--- config.mk ---
export PLATFORM = sky130hd
export DESIGN_NAME = gmb_ctrl
export DESIGN_NICKNAME = d
export VERILOG_FILES = /design/src/rtl/gmb_pkg.sv /design/src/rtl/gmb_ctrl.sv
export SDC_FILE = /design/constraint.sdc
export NUM_CORES = 1
export LEC_CHECK = 0
export BUFFER_PORTS_ARGS = -buffer_cell sky130_fd_sc_hd__buf_2
export CAP_MARGIN = 20
export CORE_ASPECT_RATIO = 1.25
export CORE_MARGIN = 4
export CORE_UTILIZATION = 50
export DETAILED_ROUTE_END_ITERATION = 12
export GPL_ROUTABILITY_DRIVEN = 1
export PLACE_DENSITY = 0.83
export SLEW_MARGIN = 5
export SYNTH_ARGS = -nofsm -noshare
export SYNTH_HDL_FRONTEND = slang
export SYNTH_SLANG_ARGS = --single-unit
--- constraint.sdc ---
create_clock -name clk -period 3.3 [get_ports clk]
set_input_delay 0.33 -clock clk [delete_from_list [all_inputs] [get_ports clk]]
set_output_delay 0.33 -clock clk [all_outputs]
set_load 0.02 [all_outputs]
--- src/rtl/gmb_pkg.sv ---
// gmb_pkg: beat types, register indexes and controller/datapath links
// for the greedy meshlet builder; no dependencies
package gmb_pkg;

  // remap entry that maps to no local vertex
  localparam logic [7:0] UNUSED_MARK = 8'hff;

  // configuration register indexes
  localparam logic REG_MAX_VERTICES  = 1'b0;
  localparam logic REG_MAX_TRIANGLES = 1'b1;

  // one triangle beat
  typedef struct packed {
    logic [15:0] corner_a;
    logic [15:0] corner_b;
    logic [15:0] corner_c;
    logic        final_triangle;
  } tri_t;

  // one result beat
  typedef struct packed {
    logic [15:0] meshlet_number;
    logic        opened_meshlet;
    logic [5:0]  local_a;
    logic [5:0]  local_b;
    logic [5:0]  local_c;
    logic [2:0]  new_corner_mask;
    logic [6:0]  vertices_used;
    logic [6:0]  triangle_slot;
    logic        stream_done;
    logic        range_error;
  } res_t;

  // controller to datapath
  typedef struct packed {
    logic clear_step;
    logic load;
    logic rd_a;
    logic rd_b;
    logic rd_c;
    logic decide;
    logic walk;
    logic close_mid;
    logic close_fin;
    logic app_a;
    logic app_b;
    logic app_c;
    logic snap;
    logic emit;
  } cmd_t;

  // datapath to controller
  typedef struct packed {
    logic clear_last;
    logic err;
    logic fin;
    logic need_close;
    logic walk_done;
    logic out_free;
  } stat_t;

endpackage

--- src/rtl/gmb_ctrl.sv ---
// gmb_ctrl: sequencing state machine of the meshlet builder
// depends on gmb_pkg
module gmb_ctrl
  import gmb_pkg::*;
(
  input  logic  clk,
  input  logic  rst,
  input  logic  tri_valid,
  output logic  tri_stall,
  input  stat_t stat,
  output cmd_t  cmd
);

  typedef enum logic [11:0] {
    S_CLEAR    = 12'b000000000001,
    S_IDLE     = 12'b000000000010,
    S_RD_A     = 12'b000000000100,
    S_RD_B     = 12'b000000001000,
    S_RD_C     = 12'b000000010000,
    S_DECIDE   = 12'b000000100000,
    S_WALK_MID = 12'b000001000000,
    S_APP_A    = 12'b000010000000,
    S_APP_B    = 12'b000100000000,
    S_APP_C    = 12'b001000000000,
    S_WALK_FIN = 12'b010000000000,
    S_EMIT     = 12'b100000000000
  } state_t;

  state_t state, state_next;

  // state register
  always_ff @(posedge clk) begin
    if (rst) begin
      state <= S_CLEAR;
    end else begin
      state <= state_next;
    end
  end

  assign tri_stall = (state != S_IDLE);

  // next state and commands
  always_comb begin
    state_next = state;
    cmd        = '0;
    case (state)
      S_CLEAR: begin
        cmd.clear_step = 1'b1;
        if (stat.clear_last) state_next = S_IDLE;
      end
      S_IDLE: begin
        if (tri_valid) begin
          cmd.load   = 1'b1;
          state_next = S_RD_A;
        end
      end
      S_RD_A: begin
        if (stat.err) begin
          cmd.snap   = 1'b1;
          state_next = stat.fin ? S_WALK_FIN : S_EMIT;
        end else begin
          cmd.rd_a   = 1'b1;
          state_next = S_RD_B;
        end
      end
      S_RD_B: begin
        cmd.rd_b   = 1'b1;
        state_next = S_RD_C;
      end
      S_RD_C: begin
        cmd.rd_c   = 1'b1;
        state_next = S_DECIDE;
      end
      S_DECIDE: begin
        cmd.decide = 1'b1;
        state_next = stat.need_close ? S_WALK_MID : S_APP_A;
      end
      S_WALK_MID: begin
        cmd.walk = 1'b1;
        if (stat.walk_done) begin
          cmd.close_mid = 1'b1;
          state_next    = S_APP_A;
        end
      end
      S_APP_A: begin
        cmd.app_a  = 1'b1;
        state_next = S_APP_B;
      end
      S_APP_B: begin
        cmd.app_b  = 1'b1;
        state_next = S_APP_C;
      end
      S_APP_C: begin
        cmd.app_c  = 1'b1;
        cmd.snap   = 1'b1;
        state_next = stat.fin ? S_WALK_FIN : S_EMIT;
      end
      S_WALK_FIN: begin
        cmd.walk = 1'b1;
        if (stat.walk_done) begin
          cmd.close_fin = 1'b1;
          state_next    = S_EMIT;
        end
      end
      S_EMIT: begin
        if (stat.out_free) begin
          cmd.emit   = 1'b1;
          state_next = S_IDLE;
        end
      end
      default: state_next = S_CLEAR;
    endcase
  end

endmodule

# ---- Yosys cells after proc, flatten, opt, wreduce, memory -nomap -nowiden
# Cells that the tools add are included.
dict set report classes {
  n_eq_ne 18
  n_mux 28
  n_reduce_logical 2
}
# operator n
set op_table {}
lappend op_table {{$pmux 12 s12} 1}
lappend op_table {{$mux 12} 7}
lappend op_table {{$mux 1} 18}
lappend op_table {{$eq 12x1->1 const B} 1}
lappend op_table {{$eq 12x10->1 const B} 1}
lappend op_table {{$eq 12x11->1 const B} 1}
lappend op_table {{$eq 12x12->1 const B} 1}
lappend op_table {{$eq 12x2->1 const B} 1}
lappend op_table {{$eq 12x3->1 const B} 1}
lappend op_table {{$eq 12x4->1 const B} 1}
lappend op_table {{$eq 12x5->1 const B} 1}
lappend op_table {{$eq 12x6->1 const B} 1}
lappend op_table {{$eq 12x7->1 const B} 1}
lappend op_table {{$eq 12x8->1 const B} 1}
lappend op_table {{$eq 12x9->1 const B} 1}
lappend op_table {{$ne 12x2->1 const B} 1}
lappend op_table {{$ne 2x2->1 const B} 5}
lappend op_table {{$mux 8} 1}
lappend op_table {{$reduce_and 5->1} 1}
lappend op_table {{$pmux 1 s2} 1}
lappend op_table {{$reduce_or 2->1} 1}
dict set report totals {
  regBits 12
  inputBits 9
}

# ---- Longest topological paths before layout
dict set report depth {
  ltp_word 3
  mapped_depth 6
}

# ---- Worst setup path after synthesis
# No wires, ideal clock.
dict set report synth_path {
  path_type {register to output}
  startpoint {register state[5]}
  endpoint {output port cmd[1] (netlist name)}
  arrival_ns 2.066
  path_slack_ns 0.904
  stages_incl_launch_ff 5
  n_path_buf 1
  cell_sequence {dfxtp_1 buf_2 or4_4 nor4_1 nand2b_1}
}
# element line_no
set synth_rtl {}
lappend synth_rtl {{start: declaration} gmb_ctrl.sv:29} ;# state_t state, state_next;
lappend synth_rtl {{start signal: assignment} gmb_ctrl.sv:36} ;# state <= state_next;
lappend synth_rtl {{end: declaration} gmb_ctrl.sv:11} ;# output cmd_t cmd

==> results.py <==
metrics = {
    "sta": {
        "setup_slack_ns": 0.930,
        "fin_tns_setup_ns": 0,
        "setup_viol": 0,
        "fin_crit_ns": 2.37,
        "final_max_slew_viol_count": 0,
        "rsz0062_at_grt": "false",
        "fmax_ghz": 0.422,
        "fin_crit_sh_pct": 71.8,
        "finClkSkew_ns": 0.00155,
        "tightest_slew_ns": 0.482,
        "relSlewSlack_pct": 67.7,
        "whs_ns": 0.256,
        "final_hold_viol_count": 0,
    },
    "worst_setup_path": {
        "crit_path_end_kind": "primary output",
        "worst-endpoint-required_ns": 2.97,
        "worstSetupStartpointType": "flip-flop",
        "arrival_ns": 2.04,
        "rrSetupSlack_ns": 1.33,
        "cp_slowest_stage_delay_ns": 0.55,
        "path_cells": "or4_4 -> nor4_1 -> nand2b_1 -> buf_2",
        "r2r_cells": 5,
        "worstReg2RegEnd": "state[11]",
        "critPathKind": "reg2out",
        "r2r_start": "state[1]",
        "critPathSlowestCell": "or4_4",
        "crit_fanout": 12,
    },
    "die": {
        "ios": 24,
        "num_rows": 17,
        "die_area_sq_mm": 0.00261,
        "start_util_pct": 52.4,
        "die_w_um": 46.5,
        "fp.dieH_um": 56.1,
        "core_area_sq_mm": 0.00177,
    },
    "drt": {
        "postRouteAntennaNets": 0,
        "routedWlPerCell_um": 14.3,
        "firstDrtPassIters": 4,
        "first_iter_violations": 14,
        "avgViaCountPerCell": 6.05,
        "num_vias": 908,
        "drt_wl_total_um": 2150,
        "drc": 0,
    },
    "synth": {
        "syn_inst": 115,
        "netlist_top_cells_area": "dfxtp_1 (26%), nor2_1 (6.9%), nor4_4 (6.9%)",
        "netlist_area_sq_um": 925,
        "netlist.area_leader.share_pct": 26.0,
        "avgSynthCellArea_sq_um": 8.04,
        "synthArstFlopShare_pct": 0,
        "synth_nets": 124,
        "yosysSeqAreaShare_pct": 26.0,
        "synth_seq_cells": 12,
        "yosys.area.top_type": "dfxtp_1",
        "yosysWarnings": 0,
        "yosysUniqueCellTypes": 41,
        "synth_edf_count": 0,
        "synth-main-ff-cell": "dfxtp_1",
    },
    "clock_tree": {
        "hold_buffers": 0,
        "clk_latency_ns": 0.27,
        "cts_resized": 0,
        "cts_buffers": 3,
        "htree_levels": 1,
        "tritoncts": "done",
        "path_clk_slew_ns": 0.07,
        "cts.sinks": 12,
        "post-cts-setup-buffer-count": 0,
        "clk_path_buf_depth": 2,
        "cts_root_buf": "clkbuf_4",
    },
    "hold_path": {
        "hold_end": "state[3]",
        "min_path_cells": 2,
        "hold_path.startpoint": "stat[4]",
        "hold_class": "in2reg",
    },
    "grt": {
        "grt_pass1_wl_um": 3320,
        "grt_max_degree": 13,
        "track_usage_pct": 17.0,
        "gr-total-overflow": 0,
        "grt_pass1_vias": 763,
        "antenna_found_initial": 0,
    },
    "final_layout": {
        "final_cell_area_sq_mm": 0.00103,
        "diodes": 0,
        "post-route-util_pct": 58.3,
        "syn2layout_area_growth_pct": 11.2,
        "largest-register": "state",
        "nets": 142,
        "drive_above_1_share_pct": 28.2,
        "top_regs": "state: 12 flops",
        "finalNonFillerCells": 150,
        "largest_reg_flops": 12,
    },
    "placed_design": {
        "routabilityCongestion": 0.833,
        "pre_cts_ws_ns": 1.23,
        "dpl-instance-area_sq_mm": 0.00101,
        "numPlacedInstances": 147,
        "hpwl_um": 1670,
        "portBuffers": 23,
    },
    "pwr": {
        "ir_worst_vdd_v": 0.000315,
        "p_leak_nw": 0.421,
        "p_per_area_mw_per_mm2": 489,
        "finalPower_mw": 0.503,
    },
    "outcome": {
        "status": "finished clean",
    },
    "run": {
        "max_cap_viol_count": 0,
    },
}
worst max path at each step:
stage             start  endpoint  slack [ns]  depth (start not counted)
2_1_floorplan  state[5]    cmd[1]        0.90                          4
5_1_grt        state[6]    cmd[1]        0.85                          4
6_report       state[6]    cmd[1]        0.93                          4
4_1_cts        state[6]    cmd[1]        0.91                          4
3_3_place_gp   state[6]    cmd[1]        1.25                          4
3_5_place_dp   state[6]    cmd[1]        1.23                          4
Yosys cell counts (4+ instances only):
| library cell | instances |
|---|---|
| nand2b_1 | 4 |
| buf_2 | 4 |
| a21oi_1 | 5 |
| nor2_1 | 17 |
| nor3b_1 | 5 |
| o21ai_0 | 5 |
| nor2b_1 | 5 |
| nor4_1 | 5 |
| nand2_1 | 4 |
| dfxtp_1 | 12 |
final cells by class:
class / count / area (sq um)
Clock buffer: 3 / 22.5
Fill cell: 163 / 737
Inverter: 1 / 3.75
Multi-Input combinational cell: 92 / 623
Sequential cell: 12 / 240
Tap cell: 19 / 23.8
Timing Repair Buffer: 23 / 115
cells in the final DEF (no fill, tap or decap), types with 2 or more instances in the layout:
| cell type | count |
|---|---|
| a21oi_1 | 5 |
| and2_1 | 2 |
| and3_1 | 3 |
| and4_1 | 2 |
| buf_2 | 23 |
| clkbuf_4 | 3 |
| dfxtp_1 | 12 |
| nand2_1 | 4 |
| nand2b_1 | 4 |
| nand3_1 | 3 |
| nand4_1 | 3 |
| nor2_1 | 17 |
| nor2b_1 | 5 |
| nor3_1 | 2 |
| nor3b_1 | 5 |
| nor4_1 | 5 |
| nor4_4 | 3 |
| nor4b_1 | 2 |
| o2111ai_1 | 2 |
| o21ai_0 | 5 |
| xor2_1 | 3 |
kinds of logic (layout without fill, tap and decap cells):
family	count (synthesis)	in the layout	share of synthesized area, %
xor gates and xnor gates	4	4	3.79
buffers and inverters	11	27	6.63
AOI/OAI and AO/OA	16	16	11.1
muxes	1	1	1.08
and+or+nand+nor	71	71	51.4
DFF	12	12	26.0
routing by layer:
layer  part of all wire (%)  routed length, um  track usage [%]  up-vias
met5                      0                  0                0        -
met4                    2.3                 50             8.54        0
met3                    6.2                134             1.94        5
met2                     50               1070             26.8       29
met1                     42                898             21.7      416
li1                       -                  -                -      458
worst max-delay path, delay by kind of cell (launching register included):
kind                   cells  cell delay, ns
buffers and inverters      1            0.18
DFF                        1            0.44
and+or+nand+nor            3            1.14
power breakdown:
part | total [mW] | internal, mW | switching (mW)
combinational | 0.219 | 0.0981 | 0.120
clock | 0.0871 | 0.0423 | 0.0448
sequential | 0.197 | 0.158 | 0.0389
total | 0.503 | 0.299 | 0.204
Note: power is estimated with default switching activity, not from simulation.
